$ cat src/design/rfa_pkg.sv
// Shared widths, data types and helpers for the acoustic Rusanov flux block.
package rfa_pkg;

   // Number format and data widths
   localparam int FRAC_BITS = 16;
   localparam int SHIFT     = FRAC_BITS + 1;
   localparam int WORD_W    = 32;
   localparam int SUM_W     = WORD_W + 1;
   localparam int RAD_W     = 2 * WORD_W;
   localparam int ROOT_W    = WORD_W;
   localparam int REM_W     = ROOT_W + 3;
   localparam int ROOT_CELLS = ROOT_W;
   localparam int PROD_W    = 2 * SUM_W;
   localparam int ACC_W     = PROD_W + 2;

   localparam logic [WORD_W-1:0] SAT_MAX = {1'b0, {(WORD_W-1){1'b1}}};
   localparam logic [WORD_W-1:0] SAT_MIN = {1'b1, {(WORD_W-1){1'b0}}};

   // Face operands after the first stage: normal plus the sums and differences
   typedef struct packed {
      logic signed [WORD_W-1:0] nx;
      logic signed [WORD_W-1:0] ny;
      logic signed [SUM_W-1:0]  sp;
      logic signed [SUM_W-1:0]  su;
      logic signed [SUM_W-1:0]  sv;
      logic signed [SUM_W-1:0]  dp;
      logic signed [SUM_W-1:0]  du;
      logic signed [SUM_W-1:0]  dv;
   } face_type;

   // One item as it moves through the square root cells
   typedef struct packed {
      face_type          face;
      logic [RAD_W-1:0]  rad;
      logic [REM_W-1:0]  rem;
      logic [ROOT_W-1:0] root;
   } root_type;

   // Floor divide by 2^SHIFT and saturate to a signed word
   function automatic logic [WORD_W-1:0] sat_word(input logic signed [ACC_W-1:0] n);
      logic signed [ACC_W-1:0] q;
      logic [WORD_W-1:0]       r;
      q = n >>> SHIFT;
      if ((&q[ACC_W-1:WORD_W-1]) || !(|q[ACC_W-1:WORD_W-1])) begin
         r = q[WORD_W-1:0];
      end else if (q[ACC_W-1]) begin
         r = SAT_MIN;
      end else begin
         r = SAT_MAX;
      end
      return r;
   endfunction

endpackage

$ cat src/design/rfa_root_cell.sv
// One cell of the square root chain: settles one root bit per item.
module rfa_root_cell
   import rfa_pkg::*;
(
   input  logic     clock,
   input  logic     reset,
   input  logic     up_valid,
   output logic     up_ready,
   input  root_type up_node,
   output logic     dn_valid,
   input  logic     dn_ready,
   output root_type dn_node
);

   logic             valid_ff;
   root_type         node_ff, node_in;
   logic [REM_W-1:0] rem_shift;
   logic [REM_W-1:0] trial;
   logic             take;

   // Bring in two radicand bits and try the next root bit
   always_comb begin
      rem_shift = {up_node.rem[REM_W-3:0], up_node.rad[RAD_W-1 -: 2]};
      trial     = {1'b0, up_node.root, 2'b01};
      take      = rem_shift >= trial;
      node_in.face = up_node.face;
      node_in.rad  = {up_node.rad[RAD_W-3:0], 2'b00};
      node_in.rem  = take ? (rem_shift - trial) : rem_shift;
      node_in.root = {up_node.root[ROOT_W-2:0], take};
   end

   assign up_ready = !valid_ff || dn_ready;

   // Advance when the neighbor downstream has room
   always_ff @(posedge clock) begin
      if (reset) begin
         valid_ff <= 1'b0;
      end else if (up_ready) begin
         valid_ff <= up_valid;
      end
      if (up_valid && up_ready) begin
         node_ff <= node_in;
      end
   end

   assign dn_valid = valid_ff;
   assign dn_node  = node_ff;

   // The remainder never exceeds twice the partial root
   a_rem_bound: assert property (@(posedge clock) disable iff (reset)
      valid_ff |-> (node_ff.rem <= REM_W'({node_ff.root, 1'b0})))
      else $error("root cell remainder out of range");

endmodule

$ cat config.mk
export PLATFORM = sky130hd
export DESIGN_NAME = rfa_root_cell
export DESIGN_NICKNAME = d
export VERILOG_FILES = /design/src/design/rfa_pkg.sv /design/src/design/rfa_root_cell.sv
export SDC_FILE = /design/constraint.sdc
export NUM_CORES = 1
export LEC_CHECK = 0
export ABC_CLOCK_PERIOD_IN_PS = 13000
export BUFFER_PORTS_ARGS = -buffer_cell sky130_fd_sc_hd__buf_2
export CORE_AREA = 2 2 307 309
export CTS_CLUSTER_SIZE = 14
export DETAILED_ROUTE_END_ITERATION = 8
export DIE_AREA = 0 0 309 311
export GPL_TIMING_DRIVEN = 0
export PLACE_DENSITY = 0.48
export SLEW_MARGIN = 15
export SYNTH_ARGS = -nofsm -noshare
export SYNTH_HDL_FRONTEND = slang
export SYNTH_SLANG_ARGS = --single-unit
$ cat constraint.sdc
create_clock -name clock -period 13 [get_ports clock]
set_input_delay 2.6 -clock clock [delete_from_list [all_inputs] [get_ports clock]]
set_output_delay 2.6 -clock clock [all_outputs]
set_load 0.03 [all_outputs]
==> flow_metrics.env <==
export IMPL_status="finished, final reports clean"
export IMPL_setup_tns_ps=0
export IMPL_seq_area_um2=11800
export IMPL_routed_via_density=3.61
export IMPL_cts_tree="yes"
export IMPL_clk_pin_slew_ps=60
export IMPL_worst_path_buf_inv=2
export IMPL_start_util=0.154
export IMPL_reg2reg_to="dn_node[102]"
export IMPL_layout_min_cycle_time_ps=5770
export IMPL_cts_sinks=392
export IMPL_wirelength_mm=61.7
export IMPL_grt_max_degree=60
export IMPL_placed_cells=2827
export IMPL_postPlaceCellArea_um2=20000
export IMPL_syn_inst=777
export IMPL_critPathArrivalTime_ps=3170
export IMPL_crit_top_cell="buf_2"
export IMPL_timing_hold_ws_ps=656
export IMPL_r2r_cells=7
export IMPL_start_kind="primary input"
export IMPL_slew_viol_final=0
export IMPL_num_rows=112
export IMPL_clkLatencyLatePin_ps=600
export IMPL_critPathSlowestCell="nand2b_1"
export IMPL_postSynth_asyncResetShare=0
export IMPL_grt_pass1_vias=10900
export IMPL_finalHoldViolations=0
export IMPL_power_leakage_nw=8.98
export IMPL_grt_pass1_wl_mm=82.2
export IMPL_htree_levels=2
export IMPL_fin_area_um2=21700
export IMPL_die_w_um=309
export IMPL_stdcell_count=2928
export IMPL_setup_viol=0
export IMPL_hp_class="reg2reg"
export IMPL_synth_edff_count=391
export IMPL_setup_ws_ps=7230
export IMPL_netlist_area_um2=14300
export IMPL_fin_crit_sh=0.444
export IMPL_synthFlopType="edfxtp_1"
export IMPL_antenna_found_initial=60
export IMPL_cts_root_buf="clkbuf_16"
export IMPL_nets=2056
export IMPL_vdd_drop_max_mv=0.0967
export IMPL_path_cells="buf_2 -> nand2b_1 -> buf_2"
export IMPL_postCtsHoldBufs=0
export IMPL_critical_path_max_stage_delay_ps=240
export IMPL_hold_depth=2
export IMPL_cp_depth=3
export IMPL_ys_seq_area_frac=0.824
export IMPL_critPathMaxFanout=3
export IMPL_syn_to_final_growth_pct=51.7
export IMPL_critical_path_top_delay_family="buffers and inverters"
export IMPL_die_area_um2=96100
export IMPL_fin_skew_ps=17.9
export IMPL_syn_avg_cell_area_um2=18.4
export IMPL_firstDrtPassIters=5
export IMPL_r2r_slack_ps=10190
export IMPL_critPathRequiredTime_ps=10400
export IMPL_grt_use_total=0.122
export IMPL_die_h_um=311
export IMPL_critPathKind="in2out"
export IMPL_final_util=0.233
export IMPL_core_um2=92800
export IMPL_critical_path_reg2reg_startpoint="dn_valid"
export IMPL_fill_cells=9909
export IMPL_ys_types=59
export IMPL_io_buffer_count=787
export IMPL_worstMarginPinSlew_ps=592
export IMPL_ys_warn_count=0
export IMPL_grt_overflow=0
export IMPL_power_density_nw_per_um2=158
export IMPL_multi_input_area_um2=2250
export IMPL_ctsResizeCount=0
export IMPL_pre_cts_ws_ps=7030
export IMPL_drive_gt1_frac=0.550
export IMPL_globalplace_congestion=0.862
export IMPL_grt_busiest_layer="met2"
export IMPL_min_to="dn_valid"
export IMPL_grt_use_met3=0.0662
export IMPL_cts_path_max_buffers=3
export IMPL_hpwl_mm=50.9
export IMPL_num_io_pins=792
export IMPL_synth_seq_cells=392
export IMPL_post_cts_setup_buffers=0
export IMPL_rsz0062_at_grt="false"
export IMPL_slew_headroom=0.602
export IMPL_drc=0
export IMPL_drt_iter0_markers=759
export IMPL_maxCapViolCount=0
export IMPL_ant_nets=0
export IMPL_endpoint_kind="output port"
export IMPL_wl_per_cell_um=21.1
export IMPL_fmax_mhz=173
export IMPL_min_from="dn_valid"
export IMPL_use_met1=0.130
export IMPL_vias=10600
export IMPL_finalPower_mw=3.42
export IMPL_grt_util_met2=0.206
export IMPL_cts_inserted_buffers=50
logic make-up after synthesis:
kind of cell             count (synthesis)  share of synthesized area
adder cells (fa/ha/maj)                 34                     0.0298
buffers and inverters                   61                     0.0195
AO/OA/AOI/OAI                          128                     0.0621
other                                    1                   0.000263
flip-flops                             392                      0.824
XOR/XNOR                                31                     0.0190
AND/OR/NAND/NOR                        123                     0.0404
multiplexers                             7                    0.00526
worst max path at each step:
stage	startpoint	to	slack [ps]
5_1_grt	dn_ready	up_ready	7230
3_5_place_dp	up_node[17]	dn_node[58]	7030
4_1_cts	dn_ready	up_ready	7210
6_report	dn_ready	up_ready	7230
3_3_place_gp	dn_ready	dn_node[339]	-3490
2_1_floorplan	dn_ready	dn_node[0]	390
report_power, final:
| group | leakage [nW] | internal, mW | switching (mW) |
|---|---|---|---|
| clock | 0.808 | 0.820 | 0.567 |
| sequential | 3.79 | 1.49 | 0.0236 |
| combinational | 4.38 | 0.160 | 0.358 |
| total | 8.98 | 2.47 | 0.949 |
cell usage in the layout, fill, tap and decap left out, drive strengths merged, types with 11 or more instances in the layout:
master	n
a21oi	53
buf	807
clkbuf	62
clkinv	19
edfxtp	391
ha	34
inv	55
nand2	28
nor2	47
nor3	11
o21ai	29
xnor2	21
worst reg2reg max path, stage by stage, from the launching register on:
cell and delay, ps:
dfxtp_1 310, nand2b_1 200, and2_4 360, buf_16 300, buf_16 270, buf_16 330, buf_12 320, buf_12 340
cell type report:
cell class / instances / share of cell area
flip-flops and latches: 392 / 0.543
diodes: 10 / 0.00116
well taps: 1254 / 0.0725
inverters: 48 / 0.00855
plain buffers: 13 / 0.00428
clock inverters: 30 / 0.0137
clock buffers: 61 / 0.0621
repair buffers: 795 / 0.191
multi-input cells: 325 / 0.104
routing by layer:
| metal | vias up | routed length [µm] |
|---|---|---|
| met2 | 570 | 29700 |
| met1 | 5098 | 22100 |
| met4 | 34 | 1920 |
| li1 | 4705 | - |
| met3 | 154 | 7790 |
| met5 | - | 219 |
flip-flops by register name (all words and copies together) (netlist names):
| register | count |
|---|---|
| dn_node | 391 |
| dn_valid | 1 |
Yosys cell counts, drive strengths merged (3+ instances only):
| library cell | instances | area, µm² |
|---|---|---|
| a21oi | 53 | 340 |
| or3 | 3 | 18.8 |
| ha | 34 | 425 |
| nor2b | 4 | 25.0 |
| nor2 | 47 | 176 |
| nand2 | 28 | 105 |
| and3 | 6 | 37.5 |
| mux2 | 4 | 45.0 |
| o21a | 4 | 30.0 |
| xnor2 | 21 | 184 |
| a311oi | 3 | 26.3 |
| o211ai | 5 | 37.5 |
| a21o | 7 | 52.6 |
| nor4 | 3 | 18.8 |
| edfxtp | 391 | 11700 |
| nor3 | 11 | 60.1 |
| a211oi | 3 | 32.5 |
| o21ai | 29 | 149 |
| o21bai | 4 | 30.0 |
| mux2i | 3 | 30.0 |
| buf | 12 | 88.8 |
| xor2 | 10 | 87.6 |
| nand4 | 10 | 62.6 |
| o31a | 3 | 26.3 |
| inv | 48 | 185 |
Power figures use the tool's default switching activity.
