## config.mk

```make
export PLATFORM = sky130hd
export DESIGN_NAME = rfa_norm
export DESIGN_NICKNAME = d
export VERILOG_FILES = /design/src/design/rfa_pkg.sv /design/src/design/rfa_norm.sv
export SDC_FILE = /design/constraint.sdc
export NUM_CORES = 2
export LEC_CHECK = 0
export BUFFER_PORTS_ARGS = -buffer_cell sky130_fd_sc_hd__buf_2
export CORE_UTILIZATION = 40
export CTS_BUF_LIST = sky130_fd_sc_hd__clkbuf_4
export CTS_CLUSTER_SIZE = 16
export DETAILED_ROUTE_END_ITERATION = 7
export PLACE_DENSITY_LB_ADDON = 0.3
export SKIP_LAST_GASP = 1
export SLEW_MARGIN = 0
export SYNTH_ARGS = -nofsm -noshare
export SYNTH_HDL_FRONTEND = slang
export SYNTH_SLANG_ARGS = --single-unit
```

## constraint.sdc

```tcl
create_clock -name clock -period 51.3 [get_ports clock]
set_clock_uncertainty 0.2 [all_clocks]
set_input_delay 2.565 -clock clock [delete_from_list [all_inputs] [get_ports clock]]
set_output_delay 2.565 -clock clock [all_outputs]
set_load 0.1 [all_outputs]
```

## src/design/rfa_pkg.sv

```systemverilog
// Shared widths, data types and helpers for the acoustic Rusanov flux block.
package rfa_pkg;

   // Number format and data widths
   localparam int FRAC_BITS = 16;
   localparam int SHIFT     = FRAC_BITS + 1;
   localparam int WORD_W    = 32;
   localparam int SUM_W     = WORD_W + 1;
   localparam int RAD_W     = 2 * WORD_W;
   localparam int ROOT_W    = WORD_W;
   localparam int REM_W     = ROOT_W + 3;
   localparam int ROOT_CELLS = ROOT_W;
   localparam int PROD_W    = 2 * SUM_W;
   localparam int ACC_W     = PROD_W + 2;

   localparam logic [WORD_W-1:0] SAT_MAX = {1'b0, {(WORD_W-1){1'b1}}};
   localparam logic [WORD_W-1:0] SAT_MIN = {1'b1, {(WORD_W-1){1'b0}}};

   // Face operands after the first stage: normal plus the sums and differences
   typedef struct packed {
      logic signed [WORD_W-1:0] nx;
      logic signed [WORD_W-1:0] ny;
      logic signed [SUM_W-1:0]  sp;
      logic signed [SUM_W-1:0]  su;
      logic signed [SUM_W-1:0]  sv;
      logic signed [SUM_W-1:0]  dp;
      logic signed [SUM_W-1:0]  du;
      logic signed [SUM_W-1:0]  dv;
   } face_type;

   // One item as it moves through the square root cells
   typedef struct packed {
      face_type          face;
      logic [RAD_W-1:0]  rad;
      logic [REM_W-1:0]  rem;
      logic [ROOT_W-1:0] root;
   } root_type;

   // Floor divide by 2^SHIFT and saturate to a signed word
   function automatic logic [WORD_W-1:0] sat_word(input logic signed [ACC_W-1:0] n);
      logic signed [ACC_W-1:0] q;
      logic [WORD_W-1:0]       r;
      q = n >>> SHIFT;
      if ((&q[ACC_W-1:WORD_W-1]) || !(|q[ACC_W-1:WORD_W-1])) begin
         r = q[WORD_W-1:0];
      end else if (q[ACC_W-1]) begin
         r = SAT_MIN;
      end else begin
         r = SAT_MAX;
      end
      return r;
   endfunction

endpackage

```

## src/design/rfa_norm.sv

```systemverilog
// Input stages: operand sums and differences, squared normal, and the radicand.
module rfa_norm
   import rfa_pkg::*;
(
   input  logic                     clock,
   input  logic                     reset,
   input  logic                     up_valid,
   output logic                     up_ready,
   input  logic signed [WORD_W-1:0] left_p,
   input  logic signed [WORD_W-1:0] left_u,
   input  logic signed [WORD_W-1:0] left_v,
   input  logic signed [WORD_W-1:0] right_p,
   input  logic signed [WORD_W-1:0] right_u,
   input  logic signed [WORD_W-1:0] right_v,
   input  logic signed [WORD_W-1:0] normal_x,
   input  logic signed [WORD_W-1:0] normal_y,
   output logic                     dn_valid,
   input  logic                     dn_ready,
   output root_type                 dn_node
);

   logic             sq_valid_ff;
   logic             sq_ready;
   face_type         face_ff, face_in;
   logic [RAD_W-1:0] sq_x_ff, sq_x_in;
   logic [RAD_W-1:0] sq_y_ff, sq_y_in;
   logic [WORD_W-1:0] mag_x, mag_y;
   logic             node_valid_ff;
   root_type         node_ff, node_in;

   // Form sums, differences and squared normal components
   always_comb begin
      face_in.nx = normal_x;
      face_in.ny = normal_y;
      face_in.sp = SUM_W'(left_p) + SUM_W'(right_p);
      face_in.su = SUM_W'(left_u) + SUM_W'(right_u);
      face_in.sv = SUM_W'(left_v) + SUM_W'(right_v);
      face_in.dp = SUM_W'(right_p) - SUM_W'(left_p);
      face_in.du = SUM_W'(right_u) - SUM_W'(left_u);
      face_in.dv = SUM_W'(right_v) - SUM_W'(left_v);
      mag_x = normal_x[WORD_W-1] ? (~normal_x + WORD_W'(1)) : normal_x;
      mag_y = normal_y[WORD_W-1] ? (~normal_y + WORD_W'(1)) : normal_y;
      sq_x_in = RAD_W'(mag_x) * RAD_W'(mag_x);
      sq_y_in = RAD_W'(mag_y) * RAD_W'(mag_y);
   end

   assign sq_ready = !node_valid_ff || dn_ready;
   assign up_ready = !sq_valid_ff || sq_ready;

   // Hold the squares until the radicand stage takes them
   always_ff @(posedge clock) begin
      if (reset) begin
         sq_valid_ff <= 1'b0;
      end else if (up_ready) begin
         sq_valid_ff <= up_valid;
      end
      if (up_valid && up_ready) begin
         face_ff <= face_in;
         sq_x_ff <= sq_x_in;
         sq_y_ff <= sq_y_in;
      end
   end

   // Start the root with an empty remainder and root
   always_comb begin
      node_in.face = face_ff;
      node_in.rad  = sq_x_ff + sq_y_ff;
      node_in.rem  = '0;
      node_in.root = '0;
   end

   always_ff @(posedge clock) begin
      if (reset) begin
         node_valid_ff <= 1'b0;
      end else if (sq_ready) begin
         node_valid_ff <= sq_valid_ff;
      end
      if (sq_valid_ff && sq_ready) begin
         node_ff <= node_in;
      end
   end

   assign dn_valid = node_valid_ff;
   assign dn_node  = node_ff;

endmodule

```

==> flow_summary.toml <==
[status]
status = "finished clean"

[worst_setup_path]
critPathSlowestCell = "clkinv_1"
crit_path_end_kind = "register"
path_class = "input pin to register"
crit_required_ns = 52.04
r2r_start = "sq_x_ff[16]"
crit_top_cell = "fa_1"
reg2reg_slack_ns = 46.26
reg2reg_to = "dn_node[124]"
critPathMaxFanout = 17
cp_num_cells = 36
reg2reg_depth = 12
crit_path_max_incr_delay_ns = 0.77
path_buf_inv = 6
arrival_ns = 14.00
cp_top_family = "adder cells"
crit_path_start_kind = "input pin"

[synth]
yosys.area.top_type_share = 0.3455
synth_cell_type_count = 92
synthAdderAreaFrac = 0.4560
yosysSeqAreaShare = 0.2295
syn_area_um2 = 92550
synth-xor-area-share = 0.04392
synth_area_leader_cell = "fa_1"
synth_top_family_by_area = "adder cells"
synthCells = 9076
synth_compound_area_frac = 0.07674
synth_top_flop_cell = "edfxtp_1"
async_reset_ff_frac = 0
synth-simple-area-share = 0.08651
synth_mux_area_frac = 0.0005678
synth_area_per_cell_um2 = 10.20
ys_seq_elements = 708
synthTopCellsByArea = "fa_1 (35%), edfxtp_1 (23%), ha_1 (11%), inv_1 (8.9%), nor2_1 (3.0%)"
synth_edf_count = 706
synth_warnings = 0

[sta]
setup_slack_ns = 38.04
fin_crit_ns = 13.26
setup_viol = 0
hold_violations = 0
rsz0062_at_grt = "false"
worst_pin_slew_ns = 1.270
finalSetupTns_ns = 0
drv_slew = 0
finalCritPeriodShare = 0.2585
relSlewSlack = 0.1525
max_freq_mhz = 75.42

[clock_tree]
insertion_delay_ns = 1.17
numCtsBuffers = 184
cts-resized-gates = 0
postCtsHoldBufs = 0
cts_tree = "done"
cts_root_buffer = "clkbuf_4"
h-tree-depth = 4
post-cts-setup-buffer-count = 0
clockBufferDepth = 3
clock_sinks = 708
path_clk_slew_ns = 0.07

[die]
core_um2 = 229900
die_area_um2 = 233300
io-pin-count = 655
die_w_um = 483.0
start_util = 0.4026
num_rows = 176
die_y_um = 483.0

[layout]
stdcell_area_um2 = 101400
nFillCells = 22009
num-nets-final = 12403
syn_to_final_growth_pct = 9.599
final_cells = 12905
drive_gt1_frac = 0.1059

[route]
wl_per_cell_um = 20.26
drt_iter0_markers = 4499
via_per_inst = 5.089
postRouteAntennaNets = 0
wl_um = 261500
first_pass_iters = 8
drc = 0
route.vias.total = 65674

[global_routing]
track_usage = 0.2279
grt_pass1_vias = 70661
busiest_layer = "met2"
grt_start_max_net_pins = 150
grt_overflow = 0
antenna_found_initial = 24
met1_usage = 0.2751
use_met2 = 0.3906
grt_first_pass_wirelength_um = 405600
grt_util_met3 = 0.03957

[job]
drv_cap = 0

[placed_design]
gp_congestion = 0.9424
dpl_cell_area_um2 = 99050
dp_slack_ns = 36.97
place_inst = 12568
dp_hpwl_um = 212600
numPortBuffers = 587

[min_path]
min_path_cells = 0
min_to = "dn_node[152]"
hold_class = "register to register"
min_from = "face_ff[21]"
cells in the mapped netlist, types with 11 or more instances:
cell,number
a211o_1,17
a211oi_1,31
a21boi_0,16
a21o_1,165
a21oi_1,350
a221oi_1,12
a31o_2,15
a31oi_1,29
and2_1,31
and3_1,28
buf_4,72
clkbuf_1,247
clkinv_1,24
edfxtp_1,706
fa_1,1597
ha_1,818
inv_1,2186
nand2_1,639
nand2b_1,53
nand3_1,53
nand4_1,45
nor2_1,745
nor2b_1,46
nor3_1,77
nor4_1,21
o211ai_1,17
o21a_1,41
o21ai_0,179
o21bai_1,82
o31ai_1,41
o41ai_1,11
or2_2,18
or3_1,20
or4_1,17
xnor2_1,308
xor2_1,153
routing by layer:
layer	wire length [um]	share of wire	up-vias
met1	99230	0.38	33014
met4	14770	0.056	14
met5	101	0.00039	-
met3	18930	0.072	587
met2	128500	0.49	2508
li1	-	-	29551
sequential cells by signal (all words and copies together) (netlist names):
register     flops
sq_x_ff         62
face_ff        259
dn_node        323
sq_valid_ff      1
dn_valid         1
sq_y_ff         62
cells in the final DEF (no fill, tap or decap), drive strengths merged, types with 16 or more instances in the layout:
cell / count
nor2: 747
o21ai: 181
inv: 2196
clkbuf: 255
ha: 818
nor3: 77
nand2: 640
nand2b: 53
a21boi: 16
a31oi: 29
a21o: 165
nand4: 45
clkinv: 84
or3: 20
a21oi: 350
and3: 28
and2: 31
nor4: 23
buf: 688
conb: 117
nand3: 53
or2: 20
o21bai: 82
xnor2: 308
o21a: 41
o31ai: 42
o211ai: 17
a211o: 17
or4: 20
fa: 1597
a211oi: 31
xor2: 154
edfxtp: 706
nor2b: 46
cells by family (layout without fill, tap and decap cells):
group	count (synthesis)	count (layout)
mux	5	5
fa+ha+maj	2415	2415
xor+xnor	462	462
flops	708	708
simple gates	1835	1835
other cells	2	132
compound gates	1097	1097
buf+inv	2552	3225
metrics by stage:
stage | utilization | hold slack [ns]
detailed placement | 0.4308 | 0.2045
CTS | 0.4410 | 0.1626
floorplan | - | 0.2003
global placement | 0.4308 | 0.2002
global route | 0.4411 | 0.1685
finish | 0.4412 | 0.1722
worst max path at each step:
stage / start / to / slack [ns]
5_1_grt: normal_x[2] / sq_x_ff[62] / 37.62
2_1_floorplan: dn_ready / dn_node[100] / 33.19
3_3_place_gp: normal_x[2] / sq_x_ff[62] / 37.14
6_report: normal_x[2] / sq_x_ff[62] / 38.04
3_5_place_dp: normal_x[2] / sq_x_ff[62] / 36.97
4_1_cts: normal_x[2] / sq_x_ff[62] / 38.35
layout make-up:
class	count	area (um2)	share of cell area
Inverter	2215	8317	0.08199
Clock buffer	255	1914	0.01887
Timing Repair Buffer	688	3709	0.03656
Sequential cell	708	21240	0.2094
Antenna cell	15	37.54	0.0003701
Tap cell	3026	3786	0.03733
Multi-Input combinational cell	5931	62000	0.6113
Clock inverter	67	426.7	0.004206
Power is left out: the tool's default activity adds up to more than one toggle a clock period on the data nets, which glitch-free logic cannot reach.
